`src/led_matrix_xy_to_index_macros.svh`:
```
// assertion helpers shared by the rtl
`ifndef LED_MATRIX_XY_TO_INDEX_MACROS_SVH
`define LED_MATRIX_XY_TO_INDEX_MACROS_SVH

// same-cycle implication
`define LMX_ASSERT_IMPLY(label, clk, rst, cond, prop) \
   label: assert property (@(posedge clk) disable iff (rst) (cond) |-> (prop)) \
      else $error("lmx assertion failed");

// next-cycle implication
`define LMX_ASSERT_NEXT(label, clk, rst, cond, prop) \
   label: assert property (@(posedge clk) disable iff (rst) (cond) |=> (prop)) \
      else $error("lmx assertion failed");

`endif

```
`src/lmx_pkg.sv`:
```
package lmx_pkg;

   localparam int CFG_DIM_W   = 9;
   localparam int OFFSET_W    = 16;
   localparam int INDEX_W     = 18;
   localparam int CSR_INDEX_W = 3;
   localparam int CSR_DATA_W  = 16;

   typedef enum logic [CSR_INDEX_W-1:0] {
      CSR_NUM_COLUMNS     = 3'd0,
      CSR_NUM_ROWS        = 3'd1,
      CSR_START_CORNER    = 3'd2,
      CSR_WIRING_VERTICAL = 3'd3,
      CSR_FIRST_ROW_TOP   = 3'd4,
      CSR_INDEX_OFFSET    = 3'd5
   } lmx_csr_type;

   typedef struct packed {
      logic vert;
      logic col_inv;
      logic row_inv;
      logic first_row_top;
   } lmx_mode_type;

   typedef struct packed {
      logic flip_c;
      logic flip_r;
   } lmx_flip_type;

endpackage

```
`src/lmx_front.sv`:
```
module lmx_front import lmx_pkg::*; #(
   parameter int COORD_WIDTH = 16,
   parameter int DIM_W       = 9
) (
   input  logic                          clock,
   input  logic                          reset,
   input  logic                          in_valid,
   input  logic signed [COORD_WIDTH-1:0] in_column,
   input  logic signed [COORD_WIDTH-1:0] in_row,
   input  logic        [DIM_W-1:0]       num_cols,
   input  logic        [DIM_W-1:0]       num_rows,
   input  lmx_mode_type                  mode,
   output logic                          out_valid,
   output logic        [DIM_W-1:0]       out_column,
   output logic        [DIM_W-1:0]       out_row,
   output lmx_flip_type                  out_flip,
   output logic                          busy
);

   // two magnitude bits consumed per remainder stage
   localparam int STAGES = (COORD_WIDTH + 1) / 2;
   localparam int MAG_W  = 2 * STAGES;

   function automatic logic [DIM_W-1:0] rem_step(input logic [DIM_W-1:0] rem,
                                                 input logic b,
                                                 input logic [DIM_W-1:0] n);
      logic [DIM_W:0] t;
      t = {rem, b};
      if (t >= {1'b0, n}) begin
         rem_step = DIM_W'(t - {1'b0, n});
      end else begin
         rem_step = DIM_W'(t);
      end
   endfunction

   function automatic logic [MAG_W-1:0] magnitude(input logic signed [COORD_WIDTH-1:0] v);
      logic [COORD_WIDTH-1:0] u;
      u = v;
      if (v[COORD_WIDTH-1]) begin
         u = ~u + 1'b1;
      end
      magnitude = MAG_W'(u);
   endfunction

   logic [STAGES+1:0] valid_ff, valid_in;
   logic [MAG_W-1:0]  cmag_ff [STAGES+1];
   logic [MAG_W-1:0]  rmag_ff [STAGES+1];
   logic [DIM_W-1:0]  crem_ff [STAGES+1];
   logic [DIM_W-1:0]  rrem_ff [STAGES+1];
   logic [DIM_W-1:0]  crem_in [STAGES+1];
   logic [DIM_W-1:0]  rrem_in [STAGES+1];
   logic [STAGES:0]   cneg_ff, rneg_ff;

   logic [DIM_W-1:0] col_wrap, row_wrap, row_mirr;
   logic [DIM_W-1:0] col_ff, col_in, row_ff, row_in;
   lmx_flip_type     flip_ff, flip_in;

   assign valid_in = {valid_ff[STAGES:0], in_valid};

   always_comb begin
      crem_in[0] = '0;
      rrem_in[0] = '0;
      for (int k = 0; k < STAGES; k++) begin
         crem_in[k+1] = rem_step(rem_step(crem_ff[k], cmag_ff[k][MAG_W-1-2*k], num_cols),
                                 cmag_ff[k][MAG_W-2-2*k], num_cols);
         rrem_in[k+1] = rem_step(rem_step(rrem_ff[k], rmag_ff[k][MAG_W-1-2*k], num_rows),
                                 rmag_ff[k][MAG_W-2-2*k], num_rows);
      end
   end

   // negative coordinates wrap from the far end
   always_comb begin
      col_wrap = crem_ff[STAGES];
      if (cneg_ff[STAGES] && (crem_ff[STAGES] != '0)) begin
         col_wrap = num_cols - crem_ff[STAGES];
      end
      row_wrap = rrem_ff[STAGES];
      if (rneg_ff[STAGES] && (rrem_ff[STAGES] != '0)) begin
         row_wrap = num_rows - rrem_ff[STAGES];
      end
      row_mirr = row_wrap;
      if (mode.first_row_top) begin
         row_mirr = num_rows - 1'b1 - row_wrap;
      end
      col_in = col_wrap;
      row_in = row_mirr;
      // zigzag: every other run reverses direction
      if (!mode.vert) begin
         flip_in.flip_c = mode.col_inv ^ ~row_mirr[0];
         flip_in.flip_r = mode.row_inv;
      end else begin
         flip_in.flip_c = mode.col_inv;
         flip_in.flip_r = mode.row_inv ^ col_wrap[0];
      end
   end

   always_ff @(posedge clock) begin
      if (reset) begin
         valid_ff <= '0;
      end else begin
         valid_ff <= valid_in;
      end
      cmag_ff[0] <= magnitude(in_column);
      rmag_ff[0] <= magnitude(in_row);
      cneg_ff[0] <= in_column[COORD_WIDTH-1];
      rneg_ff[0] <= in_row[COORD_WIDTH-1];
      crem_ff[0] <= crem_in[0];
      rrem_ff[0] <= rrem_in[0];
      for (int k = 0; k < STAGES; k++) begin
         cmag_ff[k+1] <= cmag_ff[k];
         rmag_ff[k+1] <= rmag_ff[k];
         cneg_ff[k+1] <= cneg_ff[k];
         rneg_ff[k+1] <= rneg_ff[k];
         crem_ff[k+1] <= crem_in[k+1];
         rrem_ff[k+1] <= rrem_in[k+1];
      end
      col_ff  <= col_in;
      row_ff  <= row_in;
      flip_ff <= flip_in;
   end

   assign out_valid  = valid_ff[STAGES+1];
   assign out_column = col_ff;
   assign out_row    = row_ff;
   assign out_flip   = flip_ff;
   assign busy       = |valid_ff;

endmodule

```
`src/lmx_fifo.sv`:
```
module lmx_fifo #(
   parameter int WIDTH = 20,
   parameter int DEPTH = 12
) (
   input  logic             clock,
   input  logic             reset,
   input  logic             push,
   input  logic [WIDTH-1:0] wr_data,
   input  logic             pop,
   output logic [WIDTH-1:0] rd_data,
   output logic             empty,
   output logic             full
);

   localparam int PTR_W = (DEPTH > 1) ? $clog2(DEPTH) : 1;
   localparam int CNT_W = $clog2(DEPTH + 1);

   logic [WIDTH-1:0] mem_ff [DEPTH];
   logic [PTR_W-1:0] wr_ptr_ff, wr_ptr_in, rd_ptr_ff, rd_ptr_in;
   logic [CNT_W-1:0] count_ff, count_in;

   always_comb begin
      wr_ptr_in = wr_ptr_ff;
      rd_ptr_in = rd_ptr_ff;
      count_in  = count_ff;
      if (push) begin
         wr_ptr_in = (wr_ptr_ff == PTR_W'(DEPTH - 1)) ? '0 : wr_ptr_ff + 1'b1;
      end
      if (pop) begin
         rd_ptr_in = (rd_ptr_ff == PTR_W'(DEPTH - 1)) ? '0 : rd_ptr_ff + 1'b1;
      end
      if (push && !pop) begin
         count_in = count_ff + 1'b1;
      end else if (pop && !push) begin
         count_in = count_ff - 1'b1;
      end
   end

   always_ff @(posedge clock) begin
      if (reset) begin
         wr_ptr_ff <= '0;
         rd_ptr_ff <= '0;
         count_ff  <= '0;
      end else begin
         wr_ptr_ff <= wr_ptr_in;
         rd_ptr_ff <= rd_ptr_in;
         count_ff  <= count_in;
      end
      if (push) begin
         mem_ff[wr_ptr_ff] <= wr_data;
      end
   end

   assign rd_data = mem_ff[rd_ptr_ff];
   assign empty   = (count_ff == '0);
   assign full    = (count_ff == CNT_W'(DEPTH));

endmodule

```
`src/lmx_back.sv`:
```
module lmx_back import lmx_pkg::*; #(
   parameter int DIM_W = 9
) (
   input  logic                      clock,
   input  logic                      reset,
   input  logic                      in_valid,
   input  logic        [DIM_W-1:0]   in_column,
   input  logic        [DIM_W-1:0]   in_row,
   input  lmx_flip_type              in_flip,
   input  logic        [DIM_W-1:0]   num_cols,
   input  logic        [DIM_W-1:0]   num_rows,
   input  logic                      vert,
   input  logic signed [OFFSET_W-1:0] index_offset,
   output logic                      in_pop,
   output logic                      out_valid,
   input  logic                      out_ready,
   output logic signed [INDEX_W-1:0] out_index
);

   logic [DIM_W-1:0]   col_eff, row_eff, mul_a, mul_b, addend;
   logic [2*DIM_W-1:0] prod;
   logic [INDEX_W-1:0] offset_ext;
   logic               valid_ff, valid_in;
   logic [INDEX_W-1:0] index_ff, index_in;

   always_comb begin
      col_eff = in_flip.flip_c ? (num_cols - 1'b1 - in_column) : in_column;
      row_eff = in_flip.flip_r ? (num_rows - 1'b1 - in_row) : in_row;
      if (vert) begin
         mul_a  = col_eff;
         mul_b  = num_rows;
         addend = row_eff;
      end else begin
         mul_a  = row_eff;
         mul_b  = num_cols;
         addend = col_eff;
      end
      prod       = mul_a * mul_b;
      offset_ext = {{(INDEX_W-OFFSET_W){index_offset[OFFSET_W-1]}}, index_offset};
      index_in   = INDEX_W'(prod) + INDEX_W'(addend) + offset_ext;
   end

   assign in_pop   = in_valid && (!valid_ff || out_ready);
   assign valid_in = in_pop || (valid_ff && !out_ready);

   always_ff @(posedge clock) begin
      if (reset) begin
         valid_ff <= 1'b0;
      end else begin
         valid_ff <= valid_in;
      end
      if (in_pop) begin
         index_ff <= index_in;
      end
   end

   assign out_valid = valid_ff;
   assign out_index = index_ff;

endmodule

```
`src/led_matrix_xy_to_index.sv`:
```
// path: an accepted request goes through the magnitude register, the two-bits-per-stage
// remainder pipeline, the wrap and flip register, the result queue and the output register
// throughput: one request per cycle, sustained while the result side takes one per cycle
// a credit count drops req_ready once STAGES+4 requests (12) sit in the pipeline and queue
// reset: synchronous, clears all control state and returns the configuration registers to their defaults
`include "led_matrix_xy_to_index_macros.svh"

module led_matrix_xy_to_index import lmx_pkg::*; #(
   parameter int MAX_DIM     = 256,
   parameter int COORD_WIDTH = 16
) (
   input  logic                          clock,
   input  logic                          reset,
   input  logic                          req_valid,
   output logic                          req_ready,
   input  logic signed [COORD_WIDTH-1:0] req_column_coord,
   input  logic signed [COORD_WIDTH-1:0] req_row_coord,
   output logic                          rsp_valid,
   input  logic                          rsp_ready,
   output logic signed [INDEX_W-1:0]     rsp_led_index,
   input  logic                          csr_we,
   input  logic        [CSR_INDEX_W-1:0] csr_index,
   input  logic        [CSR_DATA_W-1:0]  csr_wdata
);

   localparam int DIM_W       = $clog2(MAX_DIM + 1);
   localparam int STAGES      = (COORD_WIDTH + 1) / 2;
   localparam int QUEUE_DEPTH = STAGES + 4;
   localparam int CREDIT_W    = $clog2(QUEUE_DEPTH + 1);
   localparam int ENTRY_W     = 2 * DIM_W + $bits(lmx_flip_type);

   logic        [CFG_DIM_W-1:0] num_columns_ff, num_rows_ff;
   logic        [1:0]           start_corner_ff;
   logic                        wiring_vertical_ff, first_row_top_ff;
   logic signed [OFFSET_W-1:0]  index_offset_ff;

   logic [DIM_W-1:0] eff_cols, eff_rows;
   lmx_mode_type     mode;

   logic             front_valid, front_busy;
   logic [DIM_W-1:0] front_col, front_row, queue_col, queue_row;
   lmx_flip_type     front_flip, queue_flip;
   logic [ENTRY_W-1:0] queue_rd;
   logic             fifo_push, fifo_pop, fifo_empty, fifo_full;

   logic [CREDIT_W-1:0] credit_ff, credit_in;
   logic                accept;

   always_ff @(posedge clock) begin
      if (reset) begin
         num_columns_ff     <= CFG_DIM_W'(8);
         num_rows_ff        <= CFG_DIM_W'(8);
         start_corner_ff    <= '0;
         wiring_vertical_ff <= 1'b0;
         first_row_top_ff   <= 1'b0;
         index_offset_ff    <= '0;
      end else if (csr_we) begin
         unique case (lmx_csr_type'(csr_index))
            CSR_NUM_COLUMNS:     num_columns_ff     <= csr_wdata[CFG_DIM_W-1:0];
            CSR_NUM_ROWS:        num_rows_ff        <= csr_wdata[CFG_DIM_W-1:0];
            CSR_START_CORNER:    start_corner_ff    <= csr_wdata[1:0];
            CSR_WIRING_VERTICAL: wiring_vertical_ff <= csr_wdata[0];
            CSR_FIRST_ROW_TOP:   first_row_top_ff   <= csr_wdata[0];
            CSR_INDEX_OFFSET:    index_offset_ff    <= csr_wdata[OFFSET_W-1:0];
            default: ;
         endcase
      end
   end

   // zero size reads as one, oversize saturates
   always_comb begin
      if (num_columns_ff == '0) begin
         eff_cols = DIM_W'(1);
      end else if (32'(num_columns_ff) > 32'(MAX_DIM)) begin
         eff_cols = DIM_W'(MAX_DIM);
      end else begin
         eff_cols = DIM_W'(num_columns_ff);
      end
      if (num_rows_ff == '0) begin
         eff_rows = DIM_W'(1);
      end else if (32'(num_rows_ff) > 32'(MAX_DIM)) begin
         eff_rows = DIM_W'(MAX_DIM);
      end else begin
         eff_rows = DIM_W'(num_rows_ff);
      end
   end

   // base direction from corner, wiring and parity of the effective sizes
   always_comb begin
      mode.vert          = wiring_vertical_ff;
      mode.first_row_top = first_row_top_ff;
      mode.row_inv       = start_corner_ff[1];
      mode.col_inv       = start_corner_ff[0] ^ wiring_vertical_ff;
      if (!eff_cols[0] && wiring_vertical_ff && !start_corner_ff[0]) begin
         mode.row_inv = ~start_corner_ff[1];
      end
      if (!eff_rows[0] && !wiring_vertical_ff && start_corner_ff[1]) begin
         mode.col_inv = ~(start_corner_ff[0] ^ wiring_vertical_ff);
      end
   end

   assign accept    = req_valid && req_ready;
   assign req_ready = (credit_ff < CREDIT_W'(QUEUE_DEPTH));

   always_comb begin
      credit_in = credit_ff;
      if (accept && !fifo_pop) begin
         credit_in = credit_ff + 1'b1;
      end else if (fifo_pop && !accept) begin
         credit_in = credit_ff - 1'b1;
      end
   end

   always_ff @(posedge clock) begin
      if (reset) begin
         credit_ff <= '0;
      end else begin
         credit_ff <= credit_in;
      end
   end

   lmx_front #(
      .COORD_WIDTH (COORD_WIDTH),
      .DIM_W       (DIM_W)
   ) u_front (
      .clock      (clock),
      .reset      (reset),
      .in_valid   (accept),
      .in_column  (req_column_coord),
      .in_row     (req_row_coord),
      .num_cols   (eff_cols),
      .num_rows   (eff_rows),
      .mode       (mode),
      .out_valid  (front_valid),
      .out_column (front_col),
      .out_row    (front_row),
      .out_flip   (front_flip),
      .busy       (front_busy)
   );

   assign fifo_push = front_valid;

   lmx_fifo #(
      .WIDTH (ENTRY_W),
      .DEPTH (QUEUE_DEPTH)
   ) u_fifo (
      .clock   (clock),
      .reset   (reset),
      .push    (fifo_push),
      .wr_data ({front_col, front_row, front_flip}),
      .pop     (fifo_pop),
      .rd_data (queue_rd),
      .empty   (fifo_empty),
      .full    (fifo_full)
   );

   assign {queue_col, queue_row, queue_flip} = queue_rd;

   lmx_back #(
      .DIM_W (DIM_W)
   ) u_back (
      .clock        (clock),
      .reset        (reset),
      .in_valid     (!fifo_empty),
      .in_column    (queue_col),
      .in_row       (queue_row),
      .in_flip      (queue_flip),
      .num_cols     (eff_cols),
      .num_rows     (eff_rows),
      .vert         (wiring_vertical_ff),
      .index_offset (index_offset_ff),
      .in_pop       (fifo_pop),
      .out_valid    (rsp_valid),
      .out_ready    (rsp_ready),
      .out_index    (rsp_led_index)
   );

   `LMX_ASSERT_IMPLY(a_push_has_room, clock, reset, fifo_push, !fifo_full)
   `LMX_ASSERT_IMPLY(a_pop_has_data, clock, reset, fifo_pop, !fifo_empty)
   `LMX_ASSERT_NEXT(a_accept_counted, clock, reset, accept, credit_ff != '0)
   `LMX_ASSERT_IMPLY(a_idle_is_empty, clock, reset, credit_ff == '0, fifo_empty && !front_busy)

endmodule
```
`config.mk`:
```
export PLATFORM = sky130hd
export DESIGN_NAME = led_matrix_xy_to_index
export DESIGN_NICKNAME = d
export VERILOG_FILES = /design/src/lmx_pkg.sv /design/src/lmx_front.sv /design/src/lmx_fifo.sv /design/src/lmx_back.sv /design/src/led_matrix_xy_to_index.sv
export VERILOG_INCLUDE_DIRS = /design/src /design/src/src
export SDC_FILE = /design/constraint.sdc
export NUM_CORES = 2
export LEC_CHECK = 0
export BUFFER_PORTS_ARGS = -buffer_cell sky130_fd_sc_hd__buf_2
export CORE_ASPECT_RATIO = 0.6
export CORE_MARGIN = 3
export CORE_UTILIZATION = 45
export DETAILED_ROUTE_END_ITERATION = 10
export SLEW_MARGIN = 30
export SYNTH_ARGS = -nofsm -noshare
export SYNTH_HDL_FRONTEND = slang
export SYNTH_HIERARCHICAL = 1
export SYNTH_SLANG_ARGS = --single-unit
```
`constraint.sdc`:
```
create_clock -name clock -period 14.19 [get_ports clock]
set_input_delay 0.7095 -clock clock [delete_from_list [all_inputs] [get_ports clock]]
set_output_delay 0.7095 -clock clock [all_outputs]
set_load 0.05 [all_outputs]
```
==> metrics.md <==
| Metric | Value |
|---|---|
| Status | `finished, final reports clean` |
| Max IR drop VDD | `0.139 mV` |
| Post-route cell area | `0.0449 mm²` |
| Worst reg-to-reg setup slack | `5.38 ns` |
| Per-cell routed wire length | `18.3 µm` |
| RSZ-0062 raised after global routing | `no` |
| Post-synthesis instance total | `3,990` |
| Final core utilization | `50.7%` |
| I/O Buffers | `75` |
| Sw Ratio | `43.0%` |
| Remaining global-route overflow | `0` |
| Max Clock Freq | `113 MHz` |
| Post-CTS Resized | `0` |
| Core Footprint | `0.0885 mm²` |
| TritonCTS clock tree | `built` |
| Worst Tran Pin Value | `1.00 ns` |
| Detailed placer's ending HPWL | `72,100 µm` |
| I/O pins | `76` |
| Sequential share of power | `22.2%` |
| Worst hold path class | `primary input to flip-flop` |
| CTS clk-pin slew, worst paths | `0.06 ns` |
| Number of detailed-route iterations in the first pass | `6` |
| Detail Route Antenna Nets | `0` |
| PD cells | `282 mW/mm²` |
| Largest net degree at the start of global routing | `68` |
| Skew-Pair Late Insertion Delay | `0.66 ns` |
| Slowest library cell on the worst path | `buf_4` |
| Gr usage total | `20.8%` |
| Worst Path Required | `14.59 ns` |
| Dpl cell area | `0.0425 mm²` |
| First-pass GRT wire length | `156,000 µm` |
| # hold bufs at CTS | `0` |
| Max FO, Critical Path | `42` |
| Final period utilization | `62.1%` |
| Slew headroom | `31.2%` |
| Postcts setup bufs | `0` |
| Post-route DRC | `0` |
| Share of layout cells above drive strength 1 | `12.1%` |
| Setup_tns | `0 ns` |
| Root buf cell | `clkbuf_16` |
| Ant diodes | `0` |
| Die Height | `239 µm` |
| Vias in the first global route | `27.3k` |
| Data arrival, critical path | `9.21 ns` |
| Crit path kind | `flip-flop to flip-flop` |
| Commonest non-fill, non-tap cell in the layout | `dfxtp_1` |
| Hold Violations, Final | `0` |
| Total wire length | `98,400 µm` |
| Max-Cap Viols | `0` |
| Comb pwr share | `63.0%` |
| Die area | `0.0940 mm²` |
| Leakage | `18.0 nW` |
| Clock sinks | `653` |
| Cell mode on critical path | `inv_1` |
| Crit-path max cell delay | `0.72 ns` |
| Via count | `29.5k` |
| Row cnt | `84` |
| Max Slew Vio Count | `0` |
| DR vias/cell | `5.49` |
| H-tree levels | `3` |
| Setup violators final | `0` |
| Total CTS buffers | `67` |
| DR iter-0 viols | `2,615` |
| Area Overhead vs Synth | `10.6%` |
| Gp weighted congestion | `0.918` |
| Switch Pwr | `0.00545 W` |
| Clk buf depth | `3` |
| Die W | `394 µm` |
| Starting density of the core | `45.9%` |
| NumNets Final | `4,651` |
| Synth Warn # | `6` |
| Synthesized area | `0.0406 mm²` |
| Int Pwr | `0.00722 W` |
| Clock Skew | `0.0307 ns` |
| Crit path time final | `8.81 ns` |
| Avg Cell Area, Syn | `10.2 µm²` |
| CP Capture Type | `flip-flop` |
| Worst Setup Start Kind | `flip-flop` |
| Syn_nets | `4,531` |
| Commonest cells after routing, fill and taps aside | `dfxtp_1, ha_1, nand2_1` |
| Initial antenna violation count | `11` |
| Clock power share | `14.8%` |
worst paths after layout:
kind / start / to / depth (start not counted)
worst min-delay path: req_column_coord[0] / u_front/cmag_ff[0][0]$_DFF_P_ / 1
worst max register to register: flip-flop / u_back/out_index[16]$_DFFE_PP_ / 28
worst max-delay path: flip-flop / u_back/out_index[16]$_DFFE_PP_ / 28
worst min register to register: u_front/rmag_ff[0][96]$_DFF_P_ / u_front/rmag_ff[0][112]$_DFF_P_ / 0
power by group through the flow:
stage	clock [W]	sequential, W	combinational, W
2_1_floorplan	0	0.00283	0.00629
3_3_place_gp	0	0.00285	0.00779
3_5_place_dp	0	0.00285	0.00785
4_1_cts	0.00193	0.00281	0.00792
5_1_grt	0.00200	0.00286	0.00895
6_report	0.00187	0.00281	0.00799
routing by layer:
| metal | GRT usage, % | wire (µm) | up-vias |
|---|---|---|---|
| met5 | 0 | 8 | - |
| met4 | 3.28 | 1120 | 2 |
| met3 | 5.14 | 7990 | 91 |
| met2 | 26.9 | 36100 | 862 |
| met1 | 34.3 | 53100 | 13900 |
| li1 | - | - | 14700 |
flip-flops by register name, indices dropped and copies added (netlist names), 10 cells and up, named ones only:
signal and count:
u_front/crem_ff 72, u_front/valid_ff 10, index_offset_ff 16, u_front/rmag_ff 72, u_front/cmag_ff 72, u_fifo/mem_ff 240, u_back/out_index 18, u_front/rrem_ff 72
worst max-delay path: cells and delay by family, from the launching register on:
kind / cells / cell delay (ns)
fa+ha+maj: 7 / 3.13
compound gates: 5 / 1.36
mux: 3 / 1.11
buf+inv: 7 / 1.10
simple gates: 5 / 1.09
flops: 1 / 0.59
xor+xnor: 1 / 0.10
through the flow:
step / power (W) / cells / setup WS, ns / hold WS [ns]
after global routing: 0.0138 / 5367 / 4.72 / 0.179
after floorplan: 0.00912 / 3990 / 6.83 / 0.310
after global placement: 0.0106 / 5245 / 5.48 / 0.310
after CTS: 0.0127 / 5367 / 5.36 / 0.165
after detailed placement: 0.0107 / 5245 / 5.39 / 0.312
final: 0.0127 / 5367 / 5.38 / 0.206
final cells by class:
type | instances | area (µm²)
Tap cell | 1204 | 1510
Inverter | 306 | 1150
Multi-Input combinational cell | 2959 | 23500
Sequential cell | 653 | 15700
Fill cell | 8024 | 43600
Clock buffer | 89 | 1860
Timing Repair Buffer | 123 | 736
Clock inverter | 33 | 462
Power figures use the tool's default switching activity.
